$ cat config.mk
export PLATFORM = sky130hd
export DESIGN_NAME = tlb_page_table_translator
export DESIGN_NICKNAME = d
export VERILOG_FILES = /design/src/design/tlbpt_pkg.sv /design/src/design/tlbpt_ram.sv /design/src/design/tlbpt_cell.sv /design/src/design/tlbpt_tlb.sv /design/src/design/tlb_page_table_translator.sv
export SDC_FILE = /design/constraint.sdc
export NUM_CORES = 2
export LEC_CHECK = 0
export BUFFER_PORTS_ARGS = -buffer_cell sky130_fd_sc_hd__buf_2
export CORE_UTILIZATION = 30
export DETAILED_ROUTE_END_ITERATION = 8
export PLACE_DENSITY = 0.44
export SYNTH_ARGS = -nofsm -noshare
export SYNTH_HDL_FRONTEND = slang
export SYNTH_SLANG_ARGS = --single-unit
$ cat constraint.sdc
create_clock -name i_clk -period 13.6 [get_ports i_clk]
set_input_delay 0.68 -clock i_clk [delete_from_list [all_inputs] [get_ports i_clk]]
set_output_delay 0.68 -clock i_clk [all_outputs]
set_load 0.01 [all_outputs]
$ cat src/design/tlbpt_pkg.sv
// tlbpt_pkg: shared constants, default sizes and the result code type for the
// address translator. Depends on nothing; imported by the translator and its testbench.
package tlbpt_pkg;

    // default sizes of the translator
    localparam int TLB_DEPTH_DEF   = 16;
    localparam int PAGE_COUNT_DEF  = 256;
    localparam int FRAME_COUNT_DEF = 256;
    localparam int OFFSET_BITS_DEF = 8;

    // fixed widths of the request and result fields
    localparam int ADDR_W      = 16;
    localparam int FRAME_OUT_W = 8;
    localparam int PHYS_W      = 16;
    localparam int PAGE_OUT_W  = 8;
    localparam int COUNT_W     = 32;

    // how a translation was resolved
    typedef enum logic [1:0] {
        OUT_TLB_HIT    = 2'd0,
        OUT_PT_HIT     = 2'd1,
        OUT_FAULT_LOAD = 2'd2,
        OUT_NO_FRAME   = 2'd3
    } t_outcome;

endpackage

$ cat src/design/tlbpt_ram.sv
// tlbpt_ram: generic single-write, single-read RAM with a registered read port.
// Depends on no package.
module tlbpt_ram #(
    parameter int WIDTH = 8,
    parameter int DEPTH = 256
) (
    input  logic                     i_clk,
    input  logic                     i_we,
    input  logic [$clog2(DEPTH)-1:0] i_waddr,
    input  logic [WIDTH-1:0]         i_wdata,
    input  logic                     i_re,
    input  logic [$clog2(DEPTH)-1:0] i_raddr,
    output logic [WIDTH-1:0]         o_rdata
);

    logic [WIDTH-1:0] r_mem [DEPTH];
    logic [WIDTH-1:0] r_rdata;

    // write port
    always_ff @(posedge i_clk) begin
        if (i_we) begin
            r_mem[i_waddr] <= i_wdata;
        end
    end

    // registered read, held while no read is asked for
    always_ff @(posedge i_clk) begin
        if (i_re) begin
            r_rdata <= r_mem[i_raddr];
        end
    end

    assign o_rdata = r_rdata;

endmodule

$ cat src/design/tlbpt_cell.sv
// tlbpt_cell: one TLB entry of the shifting entry chain (valid, page tag, frame).
// Depends on no package; instantiated by tlbpt_tlb.
module tlbpt_cell #(
    parameter int PAGE_W  = 8,
    parameter int FRAME_W = 8
) (
    input  logic               i_clk,
    input  logic               i_rst_n,
    input  logic               i_shift,
    input  logic               i_prev_valid,
    input  logic [PAGE_W-1:0]  i_prev_tag,
    input  logic [FRAME_W-1:0] i_prev_frame,
    input  logic [PAGE_W-1:0]  i_page,
    output logic               o_valid,
    output logic [PAGE_W-1:0]  o_tag,
    output logic [FRAME_W-1:0] o_frame,
    output logic               o_match
);

    logic               r_valid;
    logic [PAGE_W-1:0]  r_tag;
    logic [FRAME_W-1:0] r_frame;

    // valid bit, cleared by reset
    always_ff @(posedge i_clk) begin
        if (!i_rst_n) begin
            r_valid <= 1'b0;
        end else if (i_shift) begin
            r_valid <= i_prev_valid;
        end
    end

    // tag and frame take the neighbour's entry on an insert
    always_ff @(posedge i_clk) begin
        if (i_shift) begin
            r_tag   <= i_prev_tag;
            r_frame <= i_prev_frame;
        end
    end

    assign o_valid = r_valid;
    assign o_tag   = r_tag;
    assign o_frame = r_frame;
    assign o_match = r_valid && (r_tag == i_page);

endmodule

$ cat src/design/tlbpt_tlb.sv
// tlbpt_tlb: TLB as a chain of entry cells; inserts shift the chain so the
// oldest entry drops off the end. Depends on tlbpt_cell.
module tlbpt_tlb #(
    parameter int TLB_DEPTH = 16,
    parameter int PAGE_W    = 8,
    parameter int FRAME_W   = 8
) (
    input  logic               i_clk,
    input  logic               i_rst_n,
    input  logic               i_lookup_en,
    input  logic [PAGE_W-1:0]  i_lookup_page,
    input  logic               i_insert_en,
    input  logic [PAGE_W-1:0]  i_insert_page,
    input  logic [FRAME_W-1:0] i_insert_frame,
    output logic               o_hit,
    output logic [FRAME_W-1:0] o_hit_frame
);

    logic               c_valid [TLB_DEPTH+1];
    logic [PAGE_W-1:0]  c_tag   [TLB_DEPTH+1];
    logic [FRAME_W-1:0] c_frame [TLB_DEPTH+1];
    logic [TLB_DEPTH-1:0] match;
    logic               any_hit;
    logic [FRAME_W-1:0] hit_frame;
    logic               r_hit;
    logic [FRAME_W-1:0] r_hit_frame;

    // head of the chain is the entry being inserted
    assign c_valid[0] = 1'b1;
    assign c_tag[0]   = i_insert_page;
    assign c_frame[0] = i_insert_frame;

    for (genvar g = 0; g < TLB_DEPTH; g++) begin : g_cell
        tlbpt_cell #(
            .PAGE_W (PAGE_W),
            .FRAME_W(FRAME_W)
        ) u_cell (
            .i_clk       (i_clk),
            .i_rst_n     (i_rst_n),
            .i_shift     (i_insert_en),
            .i_prev_valid(c_valid[g]),
            .i_prev_tag  (c_tag[g]),
            .i_prev_frame(c_frame[g]),
            .i_page      (i_lookup_page),
            .o_valid     (c_valid[g+1]),
            .o_tag       (c_tag[g+1]),
            .o_frame     (c_frame[g+1]),
            .o_match     (match[g])
        );
    end

    // a page sits in at most one entry, so the matching frames can be or-ed
    always_comb begin
        hit_frame = '0;
        for (int k = 0; k < TLB_DEPTH; k++) begin
            hit_frame = hit_frame | (match[k] ? c_frame[k+1] : '0);
        end
        any_hit = |match;
    end

    // lookup result captured with the request
    always_ff @(posedge i_clk) begin
        if (!i_rst_n) begin
            r_hit <= 1'b0;
        end else if (i_lookup_en) begin
            r_hit <= any_hit;
        end
    end

    always_ff @(posedge i_clk) begin
        if (i_lookup_en) begin
            r_hit_frame <= hit_frame;
        end
    end

    assign o_hit       = r_hit;
    assign o_hit_frame = r_hit_frame;

endmodule

$ cat src/design/tlb_page_table_translator.sv
// Address translator: a request is accepted in the idle state and then resolved
// in the resolve state; a new request is not accepted until the last one is
// resolved. The TLB compare and page table read run in the accept cycle, the
// page table write-back in the resolve cycle. A result waits in an output register;
// resolve stalls only while it is full. After reset a clearing pass writes every
// page table entry, during which no request is accepted. Reset is synchronous, active low.
module tlb_page_table_translator
    import tlbpt_pkg::*;
#(
    parameter int TLB_DEPTH   = TLB_DEPTH_DEF,
    parameter int PAGE_COUNT  = PAGE_COUNT_DEF,
    parameter int FRAME_COUNT = FRAME_COUNT_DEF,
    parameter int OFFSET_BITS = OFFSET_BITS_DEF
) (
    input  logic                   i_clk,
    input  logic                   i_rst_n,
    input  logic                   i_in_valid,
    output logic                   o_in_ready,
    input  logic [ADDR_W-1:0]      i_logical_address,
    output logic                   o_out_valid,
    input  logic                   i_out_ready,
    output logic [FRAME_OUT_W-1:0] o_frame_index,
    output logic [PHYS_W-1:0]      o_physical_address,
    output logic [1:0]             o_outcome,
    output logic [PAGE_OUT_W-1:0]  o_load_page,
    output logic [COUNT_W-1:0]     o_address_count,
    output logic [COUNT_W-1:0]     o_fault_count,
    output logic [COUNT_W-1:0]     o_tlb_hit_count
);

    localparam int PAGE_W  = $clog2(PAGE_COUNT);
    localparam int FRAME_W = $clog2(FRAME_COUNT);
    localparam int RAW_W   = ADDR_W - OFFSET_BITS;
    localparam int RAW_WM  = (RAW_W > 0) ? RAW_W : 1;
    localparam int RAW_MAX = (1 << RAW_WM) - 1;

    typedef enum logic [2:0] {
        S_CLEAR   = 3'b001,
        S_IDLE    = 3'b010,
        S_RESOLVE = 3'b100
    } t_state;

    t_state r_state, n_state;

    logic [PAGE_W-1:0]  r_clr_addr;
    logic [ADDR_W-1:0]  r_addr;
    logic [PAGE_W-1:0]  r_page;
    logic [FRAME_W-1:0] r_next_free, n_next_free;
    logic               r_exhausted, n_exhausted;
    logic [COUNT_W-1:0] r_addr_total, n_addr_total;
    logic [COUNT_W-1:0] r_fault_total, n_fault_total;
    logic [COUNT_W-1:0] r_hit_total, n_hit_total;

    logic                   r_out_valid;
    logic [FRAME_OUT_W-1:0] r_o_frame;
    logic [PHYS_W-1:0]      r_o_phys;
    t_outcome               r_o_outcome;
    logic [PAGE_OUT_W-1:0]  r_o_load;

    logic               accept;
    logic               out_free;
    logic               resolve_go;
    logic [ADDR_W:0]    addr_shift;
    logic [RAW_WM-1:0]  page_rem;
    logic [PAGE_W-1:0]  in_page;

    logic               tlb_hit;
    logic [FRAME_W-1:0] tlb_frame;
    logic [FRAME_W:0]   pt_rdata;
    logic               pt_we;
    logic [PAGE_W-1:0]  pt_waddr;
    logic [FRAME_W:0]   pt_wdata;

    logic               res_have;
    logic [FRAME_W-1:0] res_frame;
    t_outcome           res_outcome;
    logic               ins_en;
    logic               fault_fill;
    logic [31:0]        phys_wide;

    // handshake
    assign o_in_ready = (r_state == S_IDLE);
    assign accept     = i_in_valid && o_in_ready;
    assign out_free   = !r_out_valid || i_out_ready;
    assign resolve_go = (r_state == S_RESOLVE) && out_free;

    // page number, reduced modulo the page table size by conditional subtraction
    always_comb begin
        addr_shift = {1'b0, i_logical_address} >> OFFSET_BITS;
        page_rem   = addr_shift[RAW_WM-1:0];
        for (int k = RAW_WM - 1; k >= 0; k--) begin
            if (((PAGE_COUNT << k) <= RAW_MAX) && (32'(page_rem) >= (PAGE_COUNT << k))) begin
                page_rem = page_rem - RAW_WM'(PAGE_COUNT << k);
            end
        end
        in_page = PAGE_W'(page_rem);
    end

    // tlb entry chain
    tlbpt_tlb #(
        .TLB_DEPTH(TLB_DEPTH),
        .PAGE_W   (PAGE_W),
        .FRAME_W  (FRAME_W)
    ) u_tlb (
        .i_clk         (i_clk),
        .i_rst_n       (i_rst_n),
        .i_lookup_en   (accept),
        .i_lookup_page (in_page),
        .i_insert_en   (ins_en),
        .i_insert_page (r_page),
        .i_insert_frame(res_frame),
        .o_hit         (tlb_hit),
        .o_hit_frame   (tlb_frame)
    );

    // page table: valid bit over frame number
    tlbpt_ram #(
        .WIDTH(FRAME_W + 1),
        .DEPTH(PAGE_COUNT)
    ) u_page_table (
        .i_clk  (i_clk),
        .i_we   (pt_we),
        .i_waddr(pt_waddr),
        .i_wdata(pt_wdata),
        .i_re   (accept),
        .i_raddr(in_page),
        .o_rdata(pt_rdata)
    );

    // page table write port: clearing pass, then fault fills
    always_comb begin
        if (r_state == S_CLEAR) begin
            pt_we    = 1'b1;
            pt_waddr = r_clr_addr;
            pt_wdata = '0;
        end else begin
            pt_we    = fault_fill;
            pt_waddr = r_page;
            pt_wdata = {1'b1, r_next_free};
        end
    end

    // resolve: tlb hit, then page table hit, then fault
    always_comb begin
        res_have      = 1'b0;
        res_frame     = '0;
        res_outcome   = OUT_TLB_HIT;
        ins_en        = 1'b0;
        fault_fill    = 1'b0;
        n_next_free   = r_next_free;
        n_exhausted   = r_exhausted;
        n_addr_total  = r_addr_total;
        n_fault_total = r_fault_total;
        n_hit_total   = r_hit_total;
        if (resolve_go) begin
            n_addr_total = r_addr_total + COUNT_W'(1);
            priority if (tlb_hit) begin
                res_have    = 1'b1;
                res_frame   = tlb_frame;
                res_outcome = OUT_TLB_HIT;
                n_hit_total = r_hit_total + COUNT_W'(1);
            end else if (pt_rdata[FRAME_W]) begin
                res_have    = 1'b1;
                res_frame   = pt_rdata[FRAME_W-1:0];
                res_outcome = OUT_PT_HIT;
                ins_en      = 1'b1;
            end else begin
                n_fault_total = r_fault_total + COUNT_W'(1);
                if (!r_exhausted) begin
                    res_have    = 1'b1;
                    res_frame   = r_next_free;
                    res_outcome = OUT_FAULT_LOAD;
                    ins_en      = 1'b1;
                    fault_fill  = 1'b1;
                    if (r_next_free == FRAME_W'(FRAME_COUNT - 1)) begin
                        n_exhausted = 1'b1;
                    end else begin
                        n_next_free = r_next_free + FRAME_W'(1);
                    end
                end else begin
                    res_outcome = OUT_NO_FRAME;
                end
            end
        end
    end

    // physical address, low bits only
    assign phys_wide = (32'(res_frame) << OFFSET_BITS) | 32'(r_addr[OFFSET_BITS-1:0]);

    // sequencer
    always_comb begin
        n_state = r_state;
        unique case (r_state)
            S_CLEAR: begin
                if (r_clr_addr == PAGE_W'(PAGE_COUNT - 1)) begin
                    n_state = S_IDLE;
                end
            end
            S_IDLE: begin
                if (accept) begin
                    n_state = S_RESOLVE;
                end
            end
            S_RESOLVE: begin
                if (out_free) begin
                    n_state = S_IDLE;
                end
            end
            default: n_state = S_IDLE;
        endcase
    end

    // control state
    always_ff @(posedge i_clk) begin
        if (!i_rst_n) begin
            r_state       <= S_CLEAR;
            r_clr_addr    <= '0;
            r_next_free   <= '0;
            r_exhausted   <= 1'b0;
            r_addr_total  <= '0;
            r_fault_total <= '0;
            r_hit_total   <= '0;
            r_out_valid   <= 1'b0;
        end else begin
            r_state       <= n_state;
            r_next_free   <= n_next_free;
            r_exhausted   <= n_exhausted;
            r_addr_total  <= n_addr_total;
            r_fault_total <= n_fault_total;
            r_hit_total   <= n_hit_total;
            if (r_state == S_CLEAR) begin
                r_clr_addr <= r_clr_addr + PAGE_W'(1);
            end
            if (resolve_go) begin
                r_out_valid <= 1'b1;
            end else if (i_out_ready) begin
                r_out_valid <= 1'b0;
            end
        end
    end

    // request capture
    always_ff @(posedge i_clk) begin
        if (accept) begin
            r_addr <= i_logical_address;
            r_page <= in_page;
        end
    end

    // result register
    always_ff @(posedge i_clk) begin
        if (resolve_go) begin
            r_o_frame   <= res_have ? FRAME_OUT_W'(res_frame) : '0;
            r_o_phys    <= res_have ? phys_wide[PHYS_W-1:0] : '0;
            r_o_outcome <= res_outcome;
            r_o_load    <= (res_outcome == OUT_FAULT_LOAD) ? PAGE_OUT_W'(r_page) : '0;
        end
    end

    // counts are held in the result register by taking them from the totals
    logic [COUNT_W-1:0] r_o_addr_cnt, r_o_fault_cnt, r_o_hit_cnt;

    always_ff @(posedge i_clk) begin
        if (resolve_go) begin
            r_o_addr_cnt  <= n_addr_total;
            r_o_fault_cnt <= n_fault_total;
            r_o_hit_cnt   <= n_hit_total;
        end
    end

    assign o_out_valid        = r_out_valid;
    assign o_frame_index      = r_o_frame;
    assign o_physical_address = r_o_phys;
    assign o_outcome          = r_o_outcome;
    assign o_load_page        = r_o_load;
    assign o_address_count    = r_o_addr_cnt;
    assign o_fault_count      = r_o_fault_cnt;
    assign o_tlb_hit_count    = r_o_hit_cnt;

`ifndef NO_ASSERTIONS
    // no request is taken while the page table is being cleared
    a_no_accept_in_clear: assert property (@(posedge i_clk) disable iff (!i_rst_n)
        (r_state == S_CLEAR) |-> !o_in_ready)
        else $error("request accepted during page table clearing");

    // every resolved request advances the address count by exactly one
    a_addr_count_step: assert property (@(posedge i_clk) disable iff (!i_rst_n)
        resolve_go |=> (r_addr_total == $past(r_addr_total) + COUNT_W'(1)))
        else $error("address count did not step by one");

    // a load page is only named for a loaded fault
    a_load_only_on_fault: assert property (@(posedge i_clk) disable iff (!i_rst_n)
        (r_out_valid && (r_o_outcome != OUT_FAULT_LOAD)) |-> (r_o_load == '0))
        else $error("load page set outside a loaded fault");

    // no free frame gives a zero frame and address
    a_no_frame_zero: assert property (@(posedge i_clk) disable iff (!i_rst_n)
        (r_out_valid && (r_o_outcome == OUT_NO_FRAME)) |->
            ((r_o_frame == '0) && (r_o_phys == '0)))
        else $error("no free frame result carries a frame");
`endif

endmodule

## Yosys cells after proc, flatten, opt, wreduce, memory -nomap -nowiden

Memory sizes are Yosys's and may differ from the RTL's. A register that Yosys moved wholly into a read port is not among the register bits.
Index checks and enable logic that the tools add are counted.
W data, S select, Z words.

| storage, ports and cells | value |
|---|---|
| flip-flop bits (word level) | 544 |
| memory bits (writable) | 2,304 |
| output and inout port bits | 132 |
| memories | 1 |

| operators by class | value |
|---|---|
| add/sub/neg operators | 5 |
| eq/ne operators | 25 |
| mux-type cells | 52 |
| bitwise operators | 20 |
| reduce and logical (&&, ||, !) cells | 25 |

Memory list:

| memory | words | bits a word | read ports | clocked after Yosys merged registers in | wr ports | RTL line | source |
|---|---|---|---|---|---|---|---|
| u_page_table.r_mem | 256 | 9 | 1 | 1 | 1 | tlbpt_ram.sv:16 | `logic [WIDTH-1:0] r_mem [DEPTH];` |

Operators by type and width:

| kind | number |
|---|---|
| $mux W32 | 6 |
| $mux W8 | 21 |
| $eq A8 B8 Y1 | 16 |
| $or A8 B8 Y8 | 15 |
| $add A32 B1 Y32 const B | 3 |
| $logic_and A1 B1 Y1 | 18 |
| $mux W1 | 17 |
| $add A8 B1 Y8 const B | 2 |
| $eq A8 B8 Y1 const B | 2 |
| $or A16 B8 Y16 | 1 |
| $reduce_or A16 Y1 | 1 |
| $mux W3 | 3 |
| $mux W9 | 1 |
| $pmux W3 S3 | 1 |
| $mux W2 | 3 |
| $reduce_and A3 Y1 | 2 |
| $reduce_and A5 Y1 | 1 |
| $ne A2 B2 Y1 const B | 2 |
| $not A1 Y1 | 4 |
| $eq A3 B1 Y1 const B | 1 |
| $eq A3 B2 Y1 const B | 1 |
| $eq A3 B3 Y1 const B | 1 |
| $eq A2 B2 Y1 const B | 1 |
| $ne A2 B1 Y1 const B | 1 |
| other kinds (3) | 3 |

## Longest topological paths before layout

| depth | value |
|---|---|
| word-level depth | 18 |
| gate-level depth with buffers | 11 |

## Hierarchy

Synthesis repeated with hierarchy kept, for this count alone.

| unflattened totals | value |
|---|---|
| cells, all modules | 5,746 |
| area total of the unflattened synthesis | 110,903.9 sq um |

Modules (own cells, without submodules):

| module | times used | cells each | area an instance (sq um) | sequential area each (sq um) |
|---|---|---|---|---|
| tlbpt_ram | 1 | 4,237 | 89,368.2 | 69,456.6 |
| tlb_page_table_translator | 1 | 908 | 10,622.7 | 6,486.2 |
| tlbpt_cell | 16 | 31 | 611.8 | 500.5 |
| tlbpt_tlb | 1 | 105 | 1,123.6 | 260.2 |

## Least setup slack after synthesis

OpenSTA, ideal clock, no wires.

| timing path | value |
|---|---|
| kind | register -> register |
| start | register r_state[0] |
| end | memory u_page_table.r_mem[0][7] in the netlist's numbering (data pin) |
| library setup time | 1.453 ns |
| data arrival time | 7.147 ns |
| path slack | 5.000 ns |
| stages on the path, launching flop included | 5 |
| buffers on the path | 2 |
| path through | dfxtp_1 -> nor3b_1 -> clkbuf_1 -> clkbuf_1 -> nor2b_1 |

| on the way | value |
|---|---|
| longest elaborated chain between the ends | 2 |

RTL lines:

| what | RTL line | source |
|---|---|---|
| start, declared | tlb_page_table_translator.sv:43 | `t_state r_state, n_state;` |
| start signal, assigned | tlb_page_table_translator.sv:225 | `r_state <= n_state;` |
| $eq A3 B1 Y1 | tlb_page_table_translator.sv:132 | `if (r_state == S_CLEAR) begin` |
| $mux W9 | tlb_page_table_translator.sv:132 |  |
| via pt_wdata[7] | tlb_page_table_translator.sv:72 | `logic [FRAME_W:0] pt_wdata;` |
| end, declared | tlbpt_ram.sv:16 |  |

The timed path passes the listed nets, and every way through them passes these cells.

## Worst setup path after layout

| timing path | value |
|---|---|
| start | register r_state[0] |
| end | memory u_page_table.r_mem[246][1] in the netlist's numbering (enable) |

| on the way | value |
|---|---|
| longest elaborated chain between the ends | 6 |

RTL lines:

| what | RTL line | source |
|---|---|---|
| $eq A3 B3 Y1 | tlb_page_table_translator.sv:85 | `assign resolve_go = (r_state == S_RESOLVE) && out_free;` |
| $logic_and A1 B1 Y1 | tlb_page_table_translator.sv:85 |  |
| $mux W1 | tlb_page_table_translator.sv:155 | `if (resolve_go) begin` |
| $mux W1 | tlb_page_table_translator.sv:132 |  |
| $mux W1 | tlbpt_ram.sv:21 | `if (i_we) begin` |
| $mux W1 (implied by the code) | tlbpt_ram.sv:22 | `r_mem[i_waddr] <= i_wdata;` |

Several ways; a longest one is shown, not always the timed one.

==> impl.org <==
** CTS
- For this design, the sink count on the clock tree is 2849.
- Once the clock tree was built, the setup fixing pass inserted 0 buffers.
- For this design, the CTS-stage hold fixing added 8 buffers.
- CTS Buf Count :: a little over 300
- The H-tree generated during clock tree synthesis spans 5 levels.
- Clock-pin slew on the worst setup and hold paths :: approximately 0.060 ns
- The clock passes through at most 4 buffers.
- Clock tree from TritonCTS :: yes
- The tree is rooted in a sky130_fd_sc_hd__clkbuf_16.
- The number of gates resized after CTS was 0.
- Clk_lat worst skew :: slightly above 0.9 ns

** Synthesis
- Sequential cells were found to cover between 70% and 80% of the synthesized design area.
- The synthesized netlist devotes 3.99% of its cell area to compound gates.
- Portion of synthesized cell area occupied by the leading cell type :: about three quarters
- Cell type with the largest total area after synthesis :: sky130_fd_sc_hd__edfxtp_1
- In the post-synthesis netlist, the biggest area contributors are sky130_fd_sc_hd__edfxtp_1 (74%), sky130_fd_sc_hd__mux4_2 (8.9%), sky130_fd_sc_hd__mux2i_1 (2.7%), sky130_fd_sc_hd__dfxtp_1 (2.4%), sky130_fd_sc_hd__xnor2_1 (1.6%).
- Adder and majority gate portion of the synthesized area :: less than 1%
- For this run, the leading register cell type out of synthesis is sky130_fd_sc_hd__edfxtp_1.
- Syn Std Cell Area :: around 110000 sq um
- Largest family of logic cells by synthesized area :: multiplexers
- Of the post-synthesis cell area, the part taken by muxes is between 10% and 20%.
- Top-count cell post-synth :: sky130_fd_sc_hd__edfxtp_1
- After Yosys synthesis, XOR and XNOR cells account for around 1.9% of the synthesized area.
- The synthesized netlist devotes under 10% of its cell area to simple gates.
- EDFF count, synth :: roughly 2700
- Counting instances in the post-synthesis netlist gives the leading cell types as sky130_fd_sc_hd__edfxtp_1 (2715), sky130_fd_sc_hd__mux4_2 (433), sky130_fd_sc_hd__nor2_1 (331).
- Post-synthesis instance total :: 5762
- The synthesized design contains 2849 register bits.
- Distinct cells, synth :: 68
- The Yosys step of the flow raised 0 warnings.
- Share of synthesized registers carrying an async set or reset :: 0%
- Average size of a mapped cell :: between 15 and 20 sq um
- Counting every net in the synthesized netlist gives 5787.

** Worst setup path
- The worst register-to-register path has a depth of 6.
- The worst setup path is of the reg -> reg kind.
- Data on the critical path is required at its endpoint by 14.10 ns.
- In this run the worst path has a maximum fanout of 116.
- Minimum setup slack among reg-to-reg paths :: 8.59 ns
- The worst setup path is launched from a flip-flop.
- Launch instance of the worst register-to-register path :: r_state[0]
- Critical Path Source :: r_state[0]
- Arrival time worst endpoint :: between 5 and 6 ns
- Reg2reg end :: u_page_table.r_mem[246][1]
- The worst setup path is captured at a flip-flop.

** Timing
- For the final routed database, the setup TNS stands at 0 ns.
- Relative slew slack :: 2.42%
- RSZ-0062 raised after global routing :: false
- Setup violation total in the final timing report :: 0
- Maximum clock rate :: roughly 200 MHz
- Number of max-slew violations in the final report :: 0
- The total count of hold-check failures in the final report was 0.
- Worst slew pin tran :: approximately 1.5 ns
- Between clock sinks in the finished design, the worst skew comes to 0.0641 ns.
- Worst slack on hold paths :: approximately 0.26 ns
- Share of the clock period used by the worst path :: 36.9%
- The worst path needs between 5 and 6 ns of the cycle, external delays included.

** Hold path
- Hold path cells :: 3
- Worst Hold Path EP :: o_out_valid
- Worst Hold Launch :: i_out_ready
- Hold crit path type :: in -> reg

** Layout
- In the final design database the tool counted between 6000 and 7000 nets.
- Final cell utilization of the core :: between 30% and 40%
- Summing all non-filler instances in the final layout gives an area of roughly 130000 sq um.
- Layout cells sized above 1 :: about a fifth
- From synthesis to final layout, the design area changed by 15.2%.

** Routing
- Wire length on met3 :: 18000 um
- After detailed routing, the met2 layer carries 145000 um of wire.
- DRC violations left :: 0
- Wire length reported by the detailed router :: 314000 um
- Detailed-router iteration count before antenna repair :: 5
- Detailed-route via count :: 56100
- Iter 0 DRT Violations :: around 5300
- Residual antenna-violating net count after detailed routing :: 0
- In the routed layout, each cell is associated on average with a via count of about 5.0.
- Highest routing layer actually used :: met5
- Met1 WL :: roughly 140000 um
- Dividing the detail-routed wire length by the instance count gives around 28 um.

** Die
- I/O Pins :: 152
- The die covers between 300000 and 400000 sq um.
- The die is around 610 um tall.
- For this configuration, the core starts out at a cell density of a little under a third.
- In this run the horizontal extent of the chip is just over 600 um.
- After floorplanning, the core was divided into between 200 and 250 placement rows.
- Std-Cell Core Area :: between 300000 and 400000 sq um

** Global route
- GRT overflow :: 0
- Entering global routing, the biggest net connects ~220 pins.
- Number of antenna violations at the first check in global routing :: 28
- For this run, the total global-route usage over all layers was measured as 16.6%.
- The first global-routing pass estimated about 440000 um of wire.
- The via count of the first global-routing pass is between 50000 and 60000.

** Placement
- Once detailed placement completed, the half-perimeter wirelength came to ~190000 um.
- The congestion estimate from routability-driven global placement came to between 0.7 and 0.8.
- After detailed placement, the total cell area comes to 117000 sq um.
- Buffers placed on the I/O ports in this run total roughly 150.

** Run status
- Violations in the final reports :: max-capacitance violations
- The flow ran to the end, but the final reports show violations.

** Job
- Across the run, the number of max-cap violations was 1.

** Power and ir drop
- Post-layout power :: between 0.015 and 0.02 W
- Power Density :: roughly 140 nW/um^2
- In this run the static leakage power is 42.8 nW.
- The worst-case IR drop observed on VDD is 91.5 uV.
## sequential cells by signal (all words and copies together) (netlist names), 3 cells and up
signal and cells:
u_page_table.r_mem 2304, u_tlb.g_cell.u_cell.o_frame 128, u_tlb.g_cell.u_cell.o_tag 128, o_address_count 32
o_fault_count 32, o_tlb_hit_count 32, r_addr_total 32, r_fault_total 32
r_hit_total 32, u_tlb.g_cell.u_cell.o_valid 16, u_page_table.o_rdata 9, o_frame_index 8
o_load_page 8, o_physical_address 8, r_addr 8, r_clr_addr 8
r_next_free 8, r_page 8, u_tlb.o_hit_frame 8, r_state 3
## power by group
part | switching [W] | internal, W
registers | 0.00000291 | 0.00947
clock network | 0.00348 | 0.00480
logic | 0.000337 | 0.000143
## through the flow
stage	setup slack, ns	std cells
CTS	8.53	11100
floorplan	5.00	5762
global placement	7.51	10500
detailed placement	7.53	10500
global route	8.37	11100
finish	8.59	11100
## placed cells by master, fill, tap and decap left out, drive strengths merged, types with 9 or more instances in the layout
cell type,count
a211oi,26
a21oi,81
a221oi,56
a22o,42
a22oi,151
and2,134
and3,27
and4,9
buf,305
bufinv,26
clkbuf,392
clkinv,123
dfxtp,134
edfxtp,2715
inv,46
mux2i,295
mux4,433
nand2,134
nand2b,15
nand3,76
nand4,58
nor2,332
nor2b,35
nor3,71
nor3b,12
nor4,32
o211ai,33
o21ai,52
o221ai,60
o22ai,79
or4,14
xnor2,196
xor2,38
## worst max-delay path by stage
stage	cells after the start	slack (ns)	end
after global placement	9	7.51	u_page_table.o_rdata[8]
after floorplan	4	5.00	u_page_table.r_mem[0][7]
after CTS	9	8.53	u_page_table.o_rdata[8]
after global routing	9	8.37	u_page_table.o_rdata[8]
after detailed placement	9	7.53	u_page_table.o_rdata[8]
final	6	8.59	u_page_table.r_mem[246][1]
## layer usage
layer | vias to the layer above | global-route usage, %
met4 | 2 | 3.77
met2 | 1639 | 26.2
met3 | 386 | 2.63
li1 | 24000 | -
met5 | - | 0
met1 | 30100 | 23.9
## worst max-delay path: stages, from the launching register on
cell and delay (ns):
sky130_fd_sc_hd__dfxtp_1 0.41, sky130_fd_sc_hd__nor3b_2 0.22, sky130_fd_sc_hd__buf_4 0.47, sky130_fd_sc_hd__inv_8 0.35, sky130_fd_sc_hd__o21ai_1 1.01, sky130_fd_sc_hd__nand2_1 0.93
sky130_fd_sc_hd__nor2_1 1.12
## cell type report
cell class / instances / area, sq um
Fill cell: 34100 / 237000
Sequential cell: 2849 / 84200
Multi-Input combinational cell: 2559 / 24400
Clock buffer: 392 / 8280
Tap cell: 4794 / 6000
Timing Repair Buffer: 313 / 2130
Clock inverter: 164 / 1510
Inverter: 38 / 153
Antenna cell: 5 / 12.5
## cell families after synthesis
family                     Yosys count
xor gates and xnor gates           234
and+or+nand+nor                    978
AOI/OAI and AO/OA                  611
DFF                               2849
muxes                              731
adders and majority gates            5
buffers and inverters              354
Power figures use the tool's default switching activity.
